[src/rtl/wrra_pkg.sv]
// shared types and constants for the weighted round-robin arbiter
`timescale 1ns / 1ps
package wrra_pkg;

    // width of one credit counter and one reload weight
    localparam int CREDIT_W = 4;
    localparam int WEIGHT_W = 4;

    // number of weight fields held in the weight register
    localparam int WEIGHT_FIELDS = 8;
    localparam int WEIGHTS_W = WEIGHT_FIELDS * WEIGHT_W;

    // reset value of the weight register: slot 0 weight 1, others weight 2
    localparam logic [WEIGHTS_W-1:0] WEIGHTS_RESET = 32'h2222_2221;

    // width of the reported slot index
    localparam int SLOT_FIELD_W = 3;

    // input mask width
    localparam int MASK_W = 8;

    typedef logic [CREDIT_W-1:0] t_credit;
    typedef logic [WEIGHT_W-1:0] t_weight;

    // per-lane control from the merge stage
    typedef struct packed {
        logic req;
        logic win;
        logic ahead;
    } t_lane_ctl;

endpackage

[src/rtl/wrra_lane.sv]
// one slot lane: candidate check and credit update
`timescale 1ns / 1ps
module wrra_lane (
    input  wrra_pkg::t_credit   i_credit,
    input  wrra_pkg::t_weight   i_weight,
    input  wrra_pkg::t_credit   i_min,
    input  wrra_pkg::t_lane_ctl i_ctl,
    output logic                o_cand,
    output wrra_pkg::t_credit   o_next_credit
);
    import wrra_pkg::*;

    t_credit reload;

    // a weight of zero reloads as one
    assign reload = (i_weight == '0) ? t_credit'(1) : t_credit'(i_weight);

    // requesting slot holding the lowest credit can win
    assign o_cand = i_ctl.req && (i_credit == i_min);

    // slots walked before the winner lose one extra credit
    always_comb begin
        if (!i_ctl.req) begin
            o_next_credit = i_credit;
        end else if (i_ctl.win) begin
            o_next_credit = reload;
        end else begin
            o_next_credit = i_credit - i_min - t_credit'(i_ctl.ahead);
        end
    end

endmodule

[src/rtl/wrra_merge.sv]
// merge stage: lowest credit over lanes and round-robin winner pick
`timescale 1ns / 1ps
module wrra_merge #(
    parameter int SLOTS = 8
) (
    input  wrra_pkg::t_credit                 i_credit [SLOTS],
    input  logic [SLOTS-1:0]                  i_req,
    input  logic [SLOTS-1:0]                  i_cand,
    input  logic [((SLOTS > 1) ? $clog2(SLOTS) : 1)-1:0] i_last,
    output wrra_pkg::t_credit                 o_min,
    output logic                              o_any,
    output logic [((SLOTS > 1) ? $clog2(SLOTS) : 1)-1:0] o_win,
    output logic [SLOTS-1:0]                  o_before
);
    import wrra_pkg::*;

    localparam int IDX_W  = (SLOTS > 1) ? $clog2(SLOTS) : 1;
    localparam int LEAVES = 1 << IDX_W;
    localparam int NODES  = 2 * LEAVES - 1;

    t_credit           tree [NODES];
    logic [SLOTS-1:0]  after_last;
    logic [SLOTS-1:0]  hi_cand;
    logic [IDX_W-1:0]  hi_idx;
    logic [IDX_W-1:0]  lo_idx;

    // min tree leaves: idle lanes read as full credit
    for (genvar g = 0; g < LEAVES; g++) begin : g_leaf
        if (g < SLOTS) begin : g_real
            assign tree[LEAVES-1+g] = i_req[g] ? i_credit[g] : '1;
        end else begin : g_pad
            assign tree[LEAVES-1+g] = '1;
        end
    end

    // min tree inner nodes
    for (genvar n = 0; n < LEAVES - 1; n++) begin : g_node
        assign tree[n] = (tree[2*n+1] <= tree[2*n+2]) ? tree[2*n+1] : tree[2*n+2];
    end

    assign o_min = tree[0];

    // slots later than the last winner in index order
    for (genvar g = 0; g < SLOTS; g++) begin : g_after
        assign after_last[g] = (IDX_W'(g) > i_last);
    end

    assign hi_cand = i_cand & after_last;
    assign o_any   = |i_cand;

    // lowest-index candidate, both over later slots and over all slots
    always_comb begin
        hi_idx = '0;
        lo_idx = '0;
        for (int i = SLOTS - 1; i >= 0; i--) begin
            if (hi_cand[i]) begin
                hi_idx = IDX_W'(i);
            end
            if (i_cand[i]) begin
                lo_idx = IDX_W'(i);
            end
        end
    end

    assign o_win = (|hi_cand) ? hi_idx : lo_idx;

    // slots the walk visits ahead of the winner in its last pass
    for (genvar g = 0; g < SLOTS; g++) begin : g_before
        assign o_before[g] = (o_win > i_last) ? (after_last[g] && (IDX_W'(g) < o_win))
                                              : (after_last[g] || (IDX_W'(g) < o_win));
    end

endmodule

[src/rtl/weighted_round_robin_arbiter_unit.sv]
// weighted round-robin arbiter top level: lanes, merge stage, sequencer
// each request passes in turn through capture, lowest credit over the lane
// min tree, winner pick and credit update
// a result becomes valid once the update step completes; the update step
// waits while a previous result is still stalled in the output register
// synchronous active-low reset clears all credits and the last winner and loads default weights
`timescale 1ns / 1ps
module weighted_round_robin_arbiter_unit #(
    parameter int SLOTS = 8
) (
    input  logic                                    i_clk,
    input  logic                                    i_rst_n,
    input  logic                                    i_in_valid,
    output logic                                    o_in_stall,
    input  logic [wrra_pkg::MASK_W-1:0]             i_request_mask,
    output logic                                    o_out_valid,
    input  logic                                    i_out_stall,
    output logic                                    o_granted,
    output logic [wrra_pkg::SLOT_FIELD_W-1:0]       o_winner_slot,
    input  logic                                    i_cfg_valid,
    output logic                                    o_cfg_ready,
    input  logic [wrra_pkg::WEIGHTS_W-1:0]          i_cfg_data
);
    import wrra_pkg::*;

    localparam int IDX_W = (SLOTS > 1) ? $clog2(SLOTS) : 1;

    localparam logic [1:0] ST_IDLE = 2'd0;
    localparam logic [1:0] ST_MIN  = 2'd1;
    localparam logic [1:0] ST_PICK = 2'd2;
    localparam logic [1:0] ST_UPD  = 2'd3;

    logic [1:0]              r_state;
    logic [1:0]              n_state;
    logic [WEIGHTS_W-1:0]    r_weights;
    t_credit                 r_credit [SLOTS];
    logic [IDX_W-1:0]        r_last;
    logic [SLOTS-1:0]        r_mask;
    t_credit                 r_min;
    logic                    r_any;
    logic [IDX_W-1:0]        r_win;
    logic [SLOTS-1:0]        r_before;
    logic                    r_out_valid;
    logic                    r_granted;
    logic [SLOT_FIELD_W-1:0] r_slot;

    t_weight                 weight     [SLOTS];
    t_lane_ctl               lane_ctl   [SLOTS];
    t_credit                 next_credit [SLOTS];
    logic [SLOTS-1:0]        cand;
    t_credit                 merge_min;
    logic                    merge_any;
    logic [IDX_W-1:0]        merge_win;
    logic [SLOTS-1:0]        merge_before;
    logic                    in_take;
    logic                    upd_go;

    assign o_cfg_ready = 1'b1;
    assign o_in_stall  = (r_state != ST_IDLE);
    assign in_take     = i_in_valid && !o_in_stall;
    assign upd_go      = (r_state == ST_UPD) && (!r_out_valid || !i_out_stall);

    assign o_out_valid   = r_out_valid;
    assign o_granted     = r_granted;
    assign o_winner_slot = r_slot;

    // weight field per slot; slots past the register read as zero
    for (genvar g = 0; g < SLOTS; g++) begin : g_weight
        if (g < WEIGHT_FIELDS) begin : g_field
            assign weight[g] = r_weights[g*WEIGHT_W +: WEIGHT_W];
        end else begin : g_none
            assign weight[g] = '0;
        end
    end

    // slot lanes
    for (genvar g = 0; g < SLOTS; g++) begin : g_lane
        assign lane_ctl[g].req   = r_mask[g];
        assign lane_ctl[g].win   = r_any && (r_win == IDX_W'(g));
        assign lane_ctl[g].ahead = r_before[g];

        wrra_lane u_lane (
            .i_credit      (r_credit[g]),
            .i_weight      (weight[g]),
            .i_min         (r_min),
            .i_ctl         (lane_ctl[g]),
            .o_cand        (cand[g]),
            .o_next_credit (next_credit[g])
        );
    end

    // merge of lane results
    wrra_merge #(
        .SLOTS (SLOTS)
    ) u_merge (
        .i_credit (r_credit),
        .i_req    (r_mask),
        .i_cand   (cand),
        .i_last   (r_last),
        .o_min    (merge_min),
        .o_any    (merge_any),
        .o_win    (merge_win),
        .o_before (merge_before)
    );

    // sequencer next state
    always_comb begin
        case (r_state)
            ST_IDLE: n_state = in_take ? ST_MIN : ST_IDLE;
            ST_MIN:  n_state = ST_PICK;
            ST_PICK: n_state = ST_UPD;
            ST_UPD:  n_state = upd_go ? ST_IDLE : ST_UPD;
            default: n_state = ST_IDLE;
        endcase
    end

    // control state, weights and credits
    always_ff @(posedge i_clk) begin
        if (!i_rst_n) begin
            r_state     <= ST_IDLE;
            r_weights   <= WEIGHTS_RESET;
            r_last      <= '0;
            r_out_valid <= 1'b0;
            for (int i = 0; i < SLOTS; i++) begin
                r_credit[i] <= '0;
            end
        end else begin
            r_state <= n_state;
            if (i_cfg_valid && o_cfg_ready) begin
                r_weights <= i_cfg_data;
            end
            if (upd_go) begin
                r_out_valid <= 1'b1;
                if (r_any) begin
                    r_last <= r_win;
                    for (int i = 0; i < SLOTS; i++) begin
                        r_credit[i] <= next_credit[i];
                    end
                end
            end else if (!i_out_stall) begin
                r_out_valid <= 1'b0;
            end
        end
    end

    // datapath registers of the request in flight and the result
    always_ff @(posedge i_clk) begin
        if (in_take) begin
            r_mask <= SLOTS'(i_request_mask);
        end
        if (r_state == ST_MIN) begin
            r_min <= merge_min;
        end
        if (r_state == ST_PICK) begin
            r_any    <= merge_any;
            r_win    <= merge_win;
            r_before <= merge_before;
        end
        if (upd_go) begin
            r_granted <= r_any;
            r_slot    <= r_any ? SLOT_FIELD_W'(r_win) : '0;
        end
    end

`ifndef SYNTH
    // a nonempty mask always leaves a candidate at the lowest credit
    a_cand_found: assert property (@(posedge i_clk) disable iff (!i_rst_n)
        (r_state == ST_PICK) && (r_mask != '0) |-> (cand != '0))
        else $error("no candidate for nonempty request");

    // the winner is a requesting slot
    a_win_requested: assert property (@(posedge i_clk) disable iff (!i_rst_n)
        (r_state == ST_UPD) && r_any |-> r_mask[r_win])
        else $error("winner not requested");

    // the winner's credit is reloaded nonzero
    a_reload_nonzero: assert property (@(posedge i_clk) disable iff (!i_rst_n)
        upd_go && r_any |=> (r_credit[r_last] != '0))
        else $error("winner credit not reloaded");

    // a result without a grant reports slot zero
    a_idle_slot: assert property (@(posedge i_clk) disable iff (!i_rst_n)
        o_out_valid && !o_granted |-> (o_winner_slot == '0))
        else $error("slot set without grant");
`endif

endmodule
[config.mk]
export PLATFORM = sky130hd
export DESIGN_NAME = weighted_round_robin_arbiter_unit
export DESIGN_NICKNAME = d
export VERILOG_FILES = /design/src/rtl/wrra_pkg.sv /design/src/rtl/wrra_lane.sv /design/src/rtl/wrra_merge.sv /design/src/rtl/weighted_round_robin_arbiter_unit.sv
export SDC_FILE = /design/constraint.sdc
export NUM_CORES = 1
export LEC_CHECK = 0
export ABC_AREA = 1
export BUFFER_PORTS_ARGS = -buffer_cell sky130_fd_sc_hd__buf_2
export CORE_MARGIN = 2
export CORE_UTILIZATION = 63
export CTS_BUF_LIST = sky130_fd_sc_hd__clkbuf_4 sky130_fd_sc_hd__clkbuf_8
export DETAILED_ROUTE_END_ITERATION = 8
export PLACE_DENSITY = 0.8
export RECOVER_POWER = 25
export SLEW_MARGIN = 5
export SYNTH_ARGS = -nofsm -noshare
export SYNTH_HDL_FRONTEND = slang
export SYNTH_SLANG_ARGS = --single-unit
[constraint.sdc]
create_clock -name i_clk -period 5.4 [get_ports i_clk]
set_input_delay 0.27 -clock i_clk [delete_from_list [all_inputs] [get_ports i_clk]]
set_output_delay 0.27 -clock i_clk [all_outputs]
set_load 0.01 [all_outputs]
* Word-level counts from Yosys, hierarchy flattened *
Cells that the tools add are included.

operators by class
  add/sub/neg operators = 16
  reduce and logical (&&, ||, !) cells = 60
  magnitude comparators = 24
  bitwise operators = 1
  eq/ne operators = 19
  multiplexer cells = 61

operators with widths
  kind                  number
  $mux W4               31
  $mux W3               17
  $eq A4 B4 Y1          8
  $logic_not A4 Y1      8
  $sub A4 B1 Y4         8
  $sub A4 B4 Y4         8
  $le A4 B4 Y1          7
  $logic_and A1 B1 Y1   26
  $reduce_and A3 Y1     8
  $reduce_or A8 Y1      2
  $eq A3 B3 Y1 const B  4
  $gt A3 B3 Y1 const A  4
  $lt A3 B3 Y1 const A  4
  $mux W1               11
  $logic_or A1 B1 Y1    9
  $and A8 B8 Y8         1
  $pmux W2 S4           1
  $eq A3 B2 Y1 const B  2
  $gt A1 B3 Y1 const A  2
  $gt A2 B3 Y1 const A  2
  $lt A1 B3 Y1 const A  2
  $lt A2 B3 Y1 const A  2
  $eq A2 B2 Y1 const B  2
  $eq A3 B1 Y1 const B  1
  other kinds (9)       11

word-level totals
  output and inout port bits = 7
  register bits after elaboration = 98

* Logic depth before layout (Yosys ltp) *
Gate-level depths: netlist of run 1.

  depth after elaboration = 15
  depth in mapped cells = 31
  mapped depth without buffers = 31

* Cells and area by module *
A second synthesis of run 1 with hierarchy kept.

second synthesis, totals
  cell total of the unflattened synthesis = 1,249
  area total of the unflattened synthesis = 8,207.9 sq um

by module, submodules not included
  module                             instances  area an instance (sq um)  cells each
  weighted_round_robin_arbiter_unit  1          3,961.3                   508
  wrra_lane at g_lane[0].u_lane ...  7          325.3                     56
  wrra_merge                         1          1,639.1                   293
  wrra_lane at g_lane[3].u_lane      1          330.3                     56

* Least setup slack after synthesis of run 1 *
OpenSTA, ideal clock, no wires.

  path kind = register -> register
  start point = register r_mask[2]
  end point = register r_min[1] (data pin)
  data required time = 5.146 ns
  clock period less this slack = 3.777 ns
  slack = 1.623 ns
  setup time = 0.254 ns
  cell stages (with the launch flop) = 24
  arrival time = 3.523 ns
  path through = edfxtp_1 -> inv_2 -> or2_2 -> ha_1 -> inv_1 -> nor3b_2 -> nand4_1 -> nand2_2 -> nor2_1 -> a21oi_1 -> ha_1 -> inv_1 -> nor2_1 -> o21ai_0 -> a32o_1 -> o21ai_0 -> ha_1 -> nand2_1 -> inv_1 -> o21ai_0 -> a32oi_1 -> inv_1 -> nand2_1 -> nand2_1

on the way
  cells in the longest elaborated chain, start to end = 7

RTL lines
  item                    line                                      source
  start, declared         weighted_round_robin_arbiter_unit.sv:38   logic [SLOTS-1:0] r_mask;
  start signal, assigned  weighted_round_robin_arbiter_unit.sv:149  r_mask <= SLOTS'(i_request_mask);
  $mux W4 *               wrra_merge.sv:30                          assign tree[LEAVES-1+g] = i_req[g] ? i_credit[g] : '1;
  $le A4 B4 Y1            wrra_merge.sv:38                          assign tree[n] = (tree[2*n+1] <= tree[2*n+2]) ? tree[2*n+1] : tree[2*n+2];
  $mux W4 *               wrra_merge.sv:38
  $le A4 B4 Y1            wrra_merge.sv:38
  $mux W4 *               wrra_merge.sv:38
  $le A4 B4 Y1            wrra_merge.sv:38
  $mux W4 *               wrra_merge.sv:38
  named net merge_min[1]  weighted_round_robin_arbiter_unit.sv:51   t_credit merge_min;
  end signal, assigned    weighted_round_robin_arbiter_unit.sv:152  r_min <= merge_min;
  end, declared           weighted_round_robin_arbiter_unit.sv:39   t_credit r_min;

The timed path passes the listed nets; every way through them passes the cells marked *.
A chain may end at the register's enable or synchronous reset.

* Final worst setup path of run 1 *
  start point = register r_mask[2]
  end point = register r_min[2] (data pin)

The elaborated chain is that of the path after synthesis.

==> metrics.md, run 1 <==
| Metric | Value |
|---|---|
| Count of final hold-check violations | `0` |
| EDFF count, synth | `28` |
| Total inserted antenna cells | `0` |
| Mapped Avg Cell Area | `7.55 µm²` |
| Area share of the largest cell type after synthesis | `between 10% and 20%` |
| Biggest fanout along the worst timing path | `8` |
| Max clock buf depth | `2` |
| Category of the worst setup path capture point | `flop` |
| Cell accounting for the most synthesized area | `sky130_fd_sc_hd__dfxtp_1` |
| IR Drop Worst-Case VDD | `260 µV` |
| Initial antenna violation count | `0` |
| Most frequent cell on the critical path | `sky130_fd_sc_hd__inv_1` |
| Total number of vias | `6185` |
| Syn. warnings | `0` |
| Final period utilization | `80.1%` |
| Remaining global-route overflow | `0` |
| Clock tree from TritonCTS | `built` |
| Worst path arrival time | `around 4500 ps` |
| Flop and latch count out of synthesis | `a little under 100` |
| Global placer's final weighted congestion | `0.924` |
| Die Width | `between 100 and 150 µm` |
| Min-Delay Path Class | `in2reg` |
| Final Util | `70.0%` |
| Hold buffers post-CTS | `0` |
| Net count, final | `1106` |
| Worst path max stage delay | `400 ps` |
| Maximum number of pins on one net before global-route repair | `47` |
| Final routed wirelength across all metal layers | `between 15000 and 20000 µm` |
| Number of violations of the max-capacitance limit | `1` |
| Power density over the cells | `394 nW/µm²` |
| Final slew viol count | `47` |
| Setup TNS | `0 ps` |
| Row count | `38` |
| Total clock sinks | `98` |
| Cells along the critical path | `inv_2 -> or2_2 -> ha_1 -> inv_1 -> nor3b_2 -> nand4_1 -> nand2_2 -> nor2_1 -> a21oi_1 -> ha_1 -> inv_1 -> nor2_1 -> o21ai_0 -> a32o_1 -> o21ai_0 -> ha_1 -> inv_1 -> nor2_1 -> o21ai_0 -> a32oi_1 -> inv_1 -> nand2_1 -> nand2_1` |
| Count of H-tree levels built during CTS | `3` |
| Most used DFF post-synth | `sky130_fd_sc_hd__dfxtp_1` |
| Number of library cell types mapped by synthesis | `46` |
| Final routed DRC violation total | `0` |
| Count of boundary I/O pins | `52` |
| DR WL/cell | `between 10 and 15 µm` |
| Count of buffers added by post-CTS timing repair for setup | `0` |
| Status | `complete, but fails checks` |
| Required @ worst endpoint | `5550 ps` |
| Post-Syn Instances | `943` |
| Clk Latency, worst-skew pair | `approximately 380 ps` |
| Syn-to-layout area delta | `7.39%` |
| Post_cts resized | `0` |
| CP max-delay cell | `sky130_fd_sc_hd__edfxtp_1` |
| Starting Density | `65.1%` |
| Vias in the first global route | `5614` |
| Final Power | `between 3000 and 4000 µW` |
| DR iter-0 viols | `about 430` |
| Worst setup SP type | `flop` |
| Root buffer cell | `sky130_fd_sc_hd__clkbuf_8` |
| # setup viols final | `0` |
| Sequential cell area fraction in the yosys report | `a little under a third` |
| I/O Buffers | `50` |
| Highest Clock Rate | `231 MHz` |
| Leakage power | `around 0.0037 µW` |
| RSZ-0062 raised after global routing | `false` |
| CORE AREA | `10900 µm²` |
| CTS buffer count | `9` |
| Fraction of final layout cells with drive strength greater than 1 | `~13%` |
| Overall global routing resource usage | `29.7%` |
| Synth Cell Area | `around 7100 µm²` |
| DR pass1 iterations | `5` |
| Total area of multi-input combinational cells | `4190 µm²` |
| Cell types with the largest area share after synthesis | `sky130_fd_sc_hd__dfxtp_1 (20%), sky130_fd_sc_hd__edfxtp_1 (12%), sky130_fd_sc_hd__ha_1 (10%)` |
| Wire length of the first global-routing pass | `27600 µm` |
| Number of nets produced by synthesis | `around 1100` |
| Sequential cell area | `roughly 2200 µm²` |
| Worst slew slack as a fraction of its limit | `-33.6%` |
| Critical path start-end classification | `reg2reg` |
| Die ar. | `12200 µm²` |
| Clock transition at path regs | `100 ps` |
| Filler cells | `975` |
| Violated checks | `max-capacitance violations, max-slew violations` |
| Hpwl dp | `12600 µm` |
| Count of nets left with antenna violations after detail routing | `0` |
| Min Clock Period, post-route | `4330 ps` |
| Share of synthesized flip-flops with an asynchronous set or reset | `0%` |
| Final worst clock skew | `15.2 ps` |
| Vias per Instance | `5.46` |
| Worst Tran Pin Value | `2000 ps` |
| DIE HEIGHT | `about 110 µm` |
-- metrics by stage --
stage | worst slack (ps) | hold WS (ps) | instance area [µm²] | instances
after floorplan | 1620 | 369 | 7120 | 943
after global placement | 1330 | 446 | 7470 | 1117
after detailed placement | 1170 | 449 | 7470 | 1117
after CTS | 1150 | 37.7 | 7670 | 1133
after global routing | 637 | 39.6 | 7650 | 1133
final | 1070 | 53.5 | 7650 | 1133
-- registers in the layout, summed over array words and instances (netlist names) --
signal	cells
r_weights	32
o_granted	1
o_winner_slot	3
r_min	4
r_last	3
r_state	2
r_win	3
r_before	8
r_mask	8
r_credit	32
o_out_valid	1
r_any	1
-- worst paths after layout --
| check | start | end | slack (ps) | cells past startpoint |
|---|---|---|---|---|
| setup / recovery | r_mask[2] | r_min[2] | 1070 | 23 |
| hold / removal | i_request_mask[3] | r_mask[3] | 50 | 1 |
| setup reg to reg | r_mask[2] | r_min[2] | 1070 | 23 |
| hold reg to reg | r_weights[30] | r_weights[30] | 480 | 2 |
-- layout make-up --
cell class                      count  share of cell area [%]
Clock buffer                       11                    1.90
Clock inverter                      5                   0.801
Multi-Input combinational cell    671                    54.7
Timing Repair Buffer               52                    3.32
Tap cell                          140                    2.29
Inverter                          156                    7.69
Sequential cell                    98                    29.3
-- synth_stat cells (6+ instances only) --
cell type	n
sky130_fd_sc_hd__o21ai_0	105
sky130_fd_sc_hd__xor2_2	7
sky130_fd_sc_hd__dfxtp_1	70
sky130_fd_sc_hd__nand3b_1	9
sky130_fd_sc_hd__fa_1	16
sky130_fd_sc_hd__ha_1	57
sky130_fd_sc_hd__a21oi_1	67
sky130_fd_sc_hd__nand3_1	26
sky130_fd_sc_hd__o21ai_1	6
sky130_fd_sc_hd__nand2_2	7
sky130_fd_sc_hd__xnor2_1	11
sky130_fd_sc_hd__a31oi_1	24
sky130_fd_sc_hd__inv_2	16
sky130_fd_sc_hd__nand2_1	177
sky130_fd_sc_hd__nor2_4	7
sky130_fd_sc_hd__edfxtp_1	28
sky130_fd_sc_hd__clkbuf_1	13
sky130_fd_sc_hd__nor2_2	9
sky130_fd_sc_hd__inv_1	139
sky130_fd_sc_hd__nor2_1	78
sky130_fd_sc_hd__xor2_1	29
-- power breakdown --
group          leakage [µW]  total, µW  switching, µW  internal (µW)
Combinational       0.00280       1530            938            593
Clock              0.000101        507            272            235
Sequential         0.000833        976           95.1            881
-- per-layer routing --
metal	GRT usage, %	wire [µm]	vias to the layer above
li1	-	-	3135
met1	41.8	7910	2828
met2	47.4	7640	198
met3	4.70	1030	24
met4	8.66	283	0
met5	0	0	-
-- worst max-delay path: cells and delay by family, from the launching register on --
kind | cells | cell delay (ps)
buf+inv | 5 | 380
flops | 1 | 400
compound gates | 6 | 1290
fa+ha+maj | 3 | 920
simple gates | 9 | 1090
-- cell families (layout without fill, tap and decap cells) --
kind of cell	Yosys count	count (layout)	synth area share [%]
adder cells (fa/ha/maj)	74	74	14.7
buffers and inverters	174	224	9.62
XOR/XNOR	48	48	6.74
other	1	1	0.0526
AO/OA/AOI/OAI	211	211	15.8
AND/OR/NAND/NOR	337	337	21.7
flip-flops	98	98	31.5
-- cell usage in the layout, fill, tap and decap left out, types with 3 or more instances in the layout --
cell type and count:
sky130_fd_sc_hd__a21oi_1 67, sky130_fd_sc_hd__a31oi_1 24, sky130_fd_sc_hd__buf_2 44, sky130_fd_sc_hd__clkbuf_1 7
sky130_fd_sc_hd__clkbuf_8 10, sky130_fd_sc_hd__dfxtp_1 70, sky130_fd_sc_hd__edfxtp_1 28, sky130_fd_sc_hd__fa_1 16
sky130_fd_sc_hd__ha_1 57, sky130_fd_sc_hd__inv_1 141, sky130_fd_sc_hd__inv_2 14, sky130_fd_sc_hd__nand2_1 177
sky130_fd_sc_hd__nand2_2 7, sky130_fd_sc_hd__nand3_1 26, sky130_fd_sc_hd__nand3b_1 9, sky130_fd_sc_hd__nor2_1 78
sky130_fd_sc_hd__nor2_2 9, sky130_fd_sc_hd__nor2_4 7, sky130_fd_sc_hd__nor3_1 4, sky130_fd_sc_hd__nor3_2 5
sky130_fd_sc_hd__o21ai_0 105, sky130_fd_sc_hd__o21ai_1 6, sky130_fd_sc_hd__o21ai_2 3, sky130_fd_sc_hd__xnor2_1 11
sky130_fd_sc_hd__xor2_1 29, sky130_fd_sc_hd__xor2_2 7
Note: power is estimated with default switching activity, not from simulation.
==> inputs of run 2 (changes only) <==
--- a/config.mk
+++ b/config.mk
@@ -5,7 +5,7 @@
 export SDC_FILE = /design/constraint.sdc
 export NUM_CORES = 1
 export LEC_CHECK = 0
-export ABC_AREA = 1
+export ABC_AREA = 0
 export BUFFER_PORTS_ARGS = -buffer_cell sky130_fd_sc_hd__buf_2
 export CORE_MARGIN = 2
 export CORE_UTILIZATION = 63
==> constraint.sdc (replaced) <==
create_clock -name i_clk -period 4.2 [get_ports i_clk]
set_input_delay 0.21 -clock i_clk [delete_from_list [all_inputs] [get_ports i_clk]]
set_output_delay 0.21 -clock i_clk [all_outputs]
set_load 0.01 [all_outputs]
==> run 2 against run 1 <==
Against the previous run:
- cell area grew 11%
- power grew 28%
- critical endpoint is now r_min[0]
- the flow finishes with violations (max-capacitance violations, max-slew violations, negative setup slack)
- area after synthesis is essentially flat
- clock-buffer cell count shrank 1
- wire length grew 12%
- largest power group unchanged
==> metrics.md, run 2 <==
| Metric | Value |
|---|---|
| Status | `complete, but fails checks` |
| Violated checks | `max-capacitance violations, max-slew violations, negative setup slack` |
| Global placer's final weighted congestion | `roughly 0.94` |
| Worst hold path stage count | `3` |
| Root buffer cell | `sky130_fd_sc_hd__clkbuf_8` |
| CP max-delay cell | `sky130_fd_sc_hd__edfxtp_1` |
| Sequential cell area fraction in the yosys report | `31.5%` |
| Worst Tran Pin Value | `2650 ps` |
| Highest Clock Rate | `~220 MHz` |
| Clock transition at path regs | `100 ps` |
| Count of H-tree levels built during CTS | `3` |
| Critical path start-end classification | `reg2reg` |
| Maximum number of pins on one net before global-route repair | `71` |
| Highest-count cells in the layout ignoring fill and taps | `sky130_fd_sc_hd__dfxtp_1 (69), sky130_fd_sc_hd__nor2b_1 (62), sky130_fd_sc_hd__nand2_1 (61)` |
| Syn-to-layout area delta | `19.4%` |
| Final routed DRC violation total | `0` |
| Power density over the cells | `between 400 and 500 nW/µm²` |
| Total inserted antenna cells | `0` |
| Total area of multi-input combinational cells | `4950 µm²` |
| Count of nets left with antenna violations after detail routing | `0` |
| Final Util | `77.8%` |
| Final worst clock skew | `12.3 ps` |
| Filler cells | `750` |
| Row count | `38` |
| Number of library cell types mapped by synthesis | `67` |
| Commonest non-fill, non-tap cell in the layout | `sky130_fd_sc_hd__dfxtp_1` |
| Share of total power in sequential cells | `31.1%` |
| EDFF count, synth | `28` |
| Required @ worst endpoint | `between 4000 and 5000 ps` |
| Placed cell count | `985` |
| Share of synthesized flip-flops with an asynchronous set or reset | `0%` |
| Vias per Instance | `5.98` |
| Final period utilization | `110%` |
| CORE AREA | `10900 µm²` |
| Category of the worst setup path capture point | `flop` |
| Starting Density | `65.2%` |
| Worst Setup Slack, final | `-405 ps` |
| Wire length of the first global-routing pass | `28300 µm` |
| Count of boundary I/O pins | `52` |
| Final instance area | `8510 µm²` |
| Clock tree from TritonCTS | `built` |
| Worst slew slack as a fraction of its limit | `-76.6%` |
| I/O Buffers | `50` |
| Number of cells on the critical path | `26` |
| Share of total power in the clock network | `18.3%` |
| Worst path arrival time | `roughly 4800 ps` |
| Area share of the largest cell type after synthesis | `19.7%` |
| Worst setup SP type | `flop` |
| Die Width | `110 µm` |
| Die ar. | `12200 µm²` |
| Total number of vias | `6114` |
| Synth Cell Area | `between 7000 and 8000 µm²` |
| Final slew viol count | `71` |
| Biggest fanout along the worst timing path | `6` |
| Power dissipated by switching net loads | `about 1500 µW` |
| RSZ-0062 raised after global routing | `true` |
| Initial antenna violation count | `0` |
| Max clock buf depth | `2` |
| Fraction of final layout cells with drive strength greater than 1 | `22.2%` |
| Min Clock Period, post-route | `4600 ps` |
| Remaining global-route overflow | `0` |
| Syn. warnings | `0` |
| Most used DFF post-synth | `sky130_fd_sc_hd__dfxtp_1` |
| Cell types with the largest area share after synthesis | `sky130_fd_sc_hd__dfxtp_1 (20%), sky130_fd_sc_hd__edfxtp_1 (12%), sky130_fd_sc_hd__ha_1 (10%)` |
| DR iter-0 viols | `566` |
| Clk Latency, worst-skew pair | `400 ps` |
| Placed cell areas | `7790 µm²` |
| Min-Delay Path Class | `in2reg` |
| DIE HEIGHT | `110 µm` |
| Non-Filler Instances | `approximately 1000` |
| Final routed wirelength across all metal layers | `19000 µm` |
| Post-Syn Instances | `approximately 780` |
| Total clock sinks | `98` |
| Worst path max stage delay | `500 ps` |
| # setup viols final | `4` |
| IR Drop Worst-Case VDD | `361 µV` |
| Vias in the first global route | `5884` |
| Register-to-Register Path Depth | `26` |
| Switching power share of the total | `38.1%` |
| Buffers plus inverters on the worst setup path | `4` |
| Overall global routing resource usage | `30.7%` |
| CTS buffer count | `9` |
| Sequential cell area | `about 2200 µm²` |
| Leakage power | `0.00367 µW` |
| Number of violations of the max-capacitance limit | `1` |
| CP delay by family, top | `compound AO/OA/AOI/OAI gates` |
| Cell accounting for the most synthesized area | `sky130_fd_sc_hd__dfxtp_1` |
| Int Power | `about 2400 µW` |
| DR pass1 iterations | `7` |
| DR WL/cell | `18.5 µm` |
| Count of final hold-check violations | `0` |
| Number of nets produced by synthesis | `between 800 and 900` |
| List of most frequent post-synthesis cells | `sky130_fd_sc_hd__dfxtp_1 (70), sky130_fd_sc_hd__nor2b_1 (70), sky130_fd_sc_hd__nand2_1 (64)` |
| Registers with the highest flip-flop counts | `r_credit: 32 flops, r_weights: 32 flops` |
| Hpwl dp | `13000 µm` |
| Combinational share of power | `50.6%` |
| Mapped Avg Cell Area | `9.15 µm²` |
| Flop and latch count out of synthesis | `just under 100` |
| Net count, final | `995` |
-- run 2: power by group through the flow --
stage | sequential, µW | combinational [µW] | clock [µW]
2_1_floorplan | 1150 | 1260 | 0
3_3_place_gp | 1210 | 1550 | 0
3_5_place_dp | 1210 | 1640 | 0
4_1_cts | 1190 | 1720 | 714
5_1_grt | 1200 | 2130 | 745
6_report | 1200 | 1950 | 703
-- run 2: cell type report --
type / count / area share, %
clock buffer: 10 / 1.62
clock inverter: 6 / 1.03
inverter: 55 / 2.43
multi-input combinational: 605 / 58.2
sequential: 98 / 26.4
tap: 140 / 2.06
timing repair buffer: 108 / 8.31
-- run 2: logic make-up after synthesis --
group	Yosys count	share of synthesized area, %
other	1	0.0526
xor gates and xnor gates	58	7.13
muxes	57	8.02
buffers and inverters	76	4.27
and+or+nand+nor	268	20.7
AOI/OAI and AO/OA	142	13.0
adders and majority gates	79	15.4
DFF	98	31.5
-- run 2: tightest hold or removal path, cell delays in order --
cell and delay, ps:
sky130_fd_sc_hd__buf_2 70, sky130_fd_sc_hd__mux2i_1 50, sky130_fd_sc_hd__nand2_1 60
-- run 2: routing by layer --
metal / global-route usage (%) / wire length, µm / vias to the layer above
met3: 6.35 / 1180 / 58
met2: 50.5 / 9280 / 208
met5: 0 / 0 / -
met4: 12.4 / 611 / 0
met1: 39.5 / 7880 / 2938
li1: - / - / 2910
-- run 2: path summary, 6_finish.rpt --
path / startpoint / end / slack (ps)
hold / removal: i_cfg_data[0] / r_weights[0] / 30
setup reg to reg: r_mask[0] / r_min[0] / -400
setup / recovery: r_mask[0] / r_min[0] / -400
hold reg to reg: r_weights[0] / r_weights[0] / 490
-- run 2: per-stage QoR --
stage	TNS [ps]	hold WS [ps]	setup WS (ps)	total power [µW]
after floorplan	0	309	0.364	2400
after global placement	0	387	26.3	2760
after detailed placement	-1100	389	-307	2850
after CTS	-834	17.8	-219	3620
after global routing	-1980	35.5	-535	4080
final	-1460	27.5	-405	3850
-- run 2: timing repair --
action                                  in CTS  in global routing
hold buffers                                 8                  0
cloned                                       0                  0
hold endpoints to repair                     8                  0
endpoints found under the setup margin       4                  4
pin swaps                                   10                 25
resized for setup                           13                 54
buffers inserted                             5                  9
==> inputs of run 3 (changes only) <==
--- a/config.mk
+++ b/config.mk
@@ -5,7 +5,7 @@
 export SDC_FILE = /design/constraint.sdc
 export NUM_CORES = 1
 export LEC_CHECK = 0
-export ABC_AREA = 0
+export ABC_AREA = 1
 export BUFFER_PORTS_ARGS = -buffer_cell sky130_fd_sc_hd__buf_2
 export CORE_MARGIN = 2
 export CORE_UTILIZATION = 63
==> run 3 against run 2 <==
Against the previous run:
- utilization is 5.9 points lower
- sequential power about the same
- sequential cell count is the same
- first-iteration DRC count down 26%
- largest cell class unchanged
- clock power is 6.8% lower
- hold slack got worse by 5.5 ps
- largest power group unchanged
- critical endpoint is now r_min[3]
- register-to-register slack gained 700 ps
- critical path type unchanged
- power is 3.6% higher
- cell area down 7.6%
- global-route usage down 0.33 points
- non-clock buffer count decreased by 38
- the run ends with max-capacitance violations, max-slew violations left
==> metrics.md, run 3 (synthesis results as in run 1) <==
| Metric | Value |
|---|---|
| Status | `complete, but fails checks` |
| Violated checks | `max-capacitance violations, max-slew violations` |
| Worst path max stage delay | `400 ps` |
| Worst path arrival time | `4170 ps` |
| Buffers plus inverters on the worst setup path | `5` |
| Final Util | `71.9%` |
| Hpwl dp | `between 10000 and 15000 µm` |
| Total clock sinks | `98` |
| Total inserted antenna cells | `0` |
| Total number of vias | `6219` |
| Placed cell count | `1123` |
| Maximum number of pins on one net before global-route repair | `between 40 and 50` |
| Count of H-tree levels built during CTS | `3` |
| Final period utilization | `93.0%` |
| Count of final hold-check violations | `0` |
| Max clock buf depth | `2` |
| DR iter-0 viols | `419` |
| Final routed wirelength across all metal layers | `17200 µm` |
| CP max-delay cell | `sky130_fd_sc_hd__edfxtp_1` |
| Vias per Instance | `5.40` |
| Pre-CTS worst setup slack | `~100 ps` |
| Syn-to-layout area delta | `10.4%` |
| Count of nets left with antenna violations after detail routing | `0` |
| Min-Delay Path Class | `in2reg` |
| Highest-count cells in the layout ignoring fill and taps | `sky130_fd_sc_hd__nand2_1 (175), sky130_fd_sc_hd__inv_1 (139), sky130_fd_sc_hd__o21ai_0 (98)` |
| Non-Filler Instances | `1151` |
| Remaining global-route overflow | `0` |
| Worst Tran Pin Value | `between 1500 and 2000 ps` |
| I/O Buffers | `50` |
| Commonest non-fill, non-tap cell in the layout | `sky130_fd_sc_hd__nand2_1` |
| Starting Density | `65.1%` |
| Final worst clock skew | `between 10 and 15 ps` |
| Registers with the highest flip-flop counts | `r_credit: 32 flops, r_weights: 32 flops` |
| Worst setup SP type | `flop` |
| Highest Clock Rate | `between 200 and 300 MHz` |
| Clock tree from TritonCTS | `built` |
| CORE AREA | `10900 µm²` |
| Power density over the cells | `507 nW/µm²` |
| Clk Latency, worst-skew pair | `400 ps` |
| Net count, final | `between 1000 and 1500` |
| Wire length of the first global-routing pass | `between 20000 and 30000 µm` |
| Critical path start-end classification | `reg2reg` |
| Die ar. | `12200 µm²` |
| Worst hold slack | `22.0 ps` |
| Row count | `38` |
| CTS buffer count | `9` |
| Number of violations of the max-capacitance limit | `1` |
| Leakage power | `0.00383 µW` |
| Global placer's final weighted congestion | `roughly 0.95` |
| IR Drop Worst-Case VDD | `between 300 and 400 µV` |
| Required @ worst endpoint | `4460 ps` |
| Clock transition at path regs | `100 ps` |
| DR pass1 iterations | `6` |
| Filler cells | `941` |
| CP delay by family, top | `simple AND/OR/NAND/NOR gates` |
| Category of the worst setup path capture point | `flop` |
| Final routed DRC violation total | `0` |
| DR WL/cell | `15.0 µm` |
| Vias in the first global route | `roughly 5800` |
| Die Width | `110 µm` |
| Overall global routing resource usage | `30.4%` |
| Root buffer cell | `sky130_fd_sc_hd__clkbuf_8` |
| Worst slew slack as a fraction of its limit | `-32.6%` |
| # setup viols final | `0` |
| Final slew viol count | `47` |
| Biggest fanout along the worst timing path | `8` |
| Count of boundary I/O pins | `52` |
| Initial antenna violation count | `0` |
| Worst Setup Slack, final | `296 ps` |
| DIE HEIGHT | `roughly 110 µm` |
| Min Clock Period, post-route | `3900 ps` |
| Fraction of final layout cells with drive strength greater than 1 | `14.9%` |
## run 3: changes by cell type in the layout (fill, tap and decap cells not counted), moves of 16 or more
cell / previous run / this run
sky130_fd_sc_hd__a21oi_1: 36 / 66
sky130_fd_sc_hd__a31oi_1: 3 / 24
sky130_fd_sc_hd__nand2_1: 61 / 175
sky130_fd_sc_hd__a211oi_1: 25 / 0
sky130_fd_sc_hd__mux2i_1: 47 / 0
sky130_fd_sc_hd__xnor2_1: 33 / 11
sky130_fd_sc_hd__nor2b_1: 62 / 0
sky130_fd_sc_hd__nor2_1: 36 / 75
sky130_fd_sc_hd__nand3_1: 8 / 26
sky130_fd_sc_hd__o21ai_0: 27 / 98
sky130_fd_sc_hd__nor3_1: 20 / 4
sky130_fd_sc_hd__buf_4: 47 / 11
sky130_fd_sc_hd__inv_1: 51 / 139
sky130_fd_sc_hd__nand2b_1: 19 / 0
## run 3: area by class of cell
type / count / area (µm²) / area share [%]
Timing Repair Buffer: 70 / 409 / 5.20
Clock inverter: 6 / 75.1 / 0.955
Clock buffer: 10 / 131 / 1.67
Sequential cell: 98 / 2240 / 28.5
Inverter: 156 / 588 / 7.48
Tap cell: 140 / 175 / 2.23
Multi-Input combinational cell: 671 / 4240 / 53.9
## run 3: final timing paths
path / slack (ps) / to / depth (start not counted) / startpoint
setup / recovery: 300 / r_min[3] / 25 / r_mask[2]
hold / removal: 20 / r_weights[9] / 3 / i_cfg_data[9]
setup reg to reg: 300 / r_min[3] / 25 / r_mask[2]
hold reg to reg: 480 / r_weights[30] / 2 / r_weights[30]
## run 3: tightest hold or removal path, cell delays in order
cell	delay (ps)
sky130_fd_sc_hd__buf_2	70
sky130_fd_sc_hd__a21oi_1	50
sky130_fd_sc_hd__o21ai_0	60
## run 3: metrics by stage
stage / instance area (µm²) / TNS (ps) / total power (µW)
after CTS: 7800 / 0 / 3910
after global placement: 7510 / 0 / 3190
after global routing: 7860 / -169 / 4350
final: 7860 / 0 / 3980
after detailed placement: 7510 / 0 / 3240
after floorplan: 7120 / 0 / 2790
## run 3: metal layers
metal / vias to the layer above / global-route usage, % / wire length, µm
met5: - / 0 / 0
met4: 0 / 11.2 / 413
met3: 28 / 4.82 / 992
met2: 172 / 47.6 / 7700
met1: 2839 / 42.5 / 8120
li1: 3180 / - / -
## run 3: power breakdown
group	leakage (µW)	switching [µW]	internal (µW)
combinational	0.00289	1270	832
sequential	0.000833	95.0	1130
clock	0.000102	365	290
total	0.00383	1730	2250
## run 3: repair_timing
action	4_1_cts	5_1_grt
hold buffers	8	0
hold endpoints to repair	8	0
endpoints found under the setup margin	0	4
gates resized for setup	0	22
buffers inserted	0	4
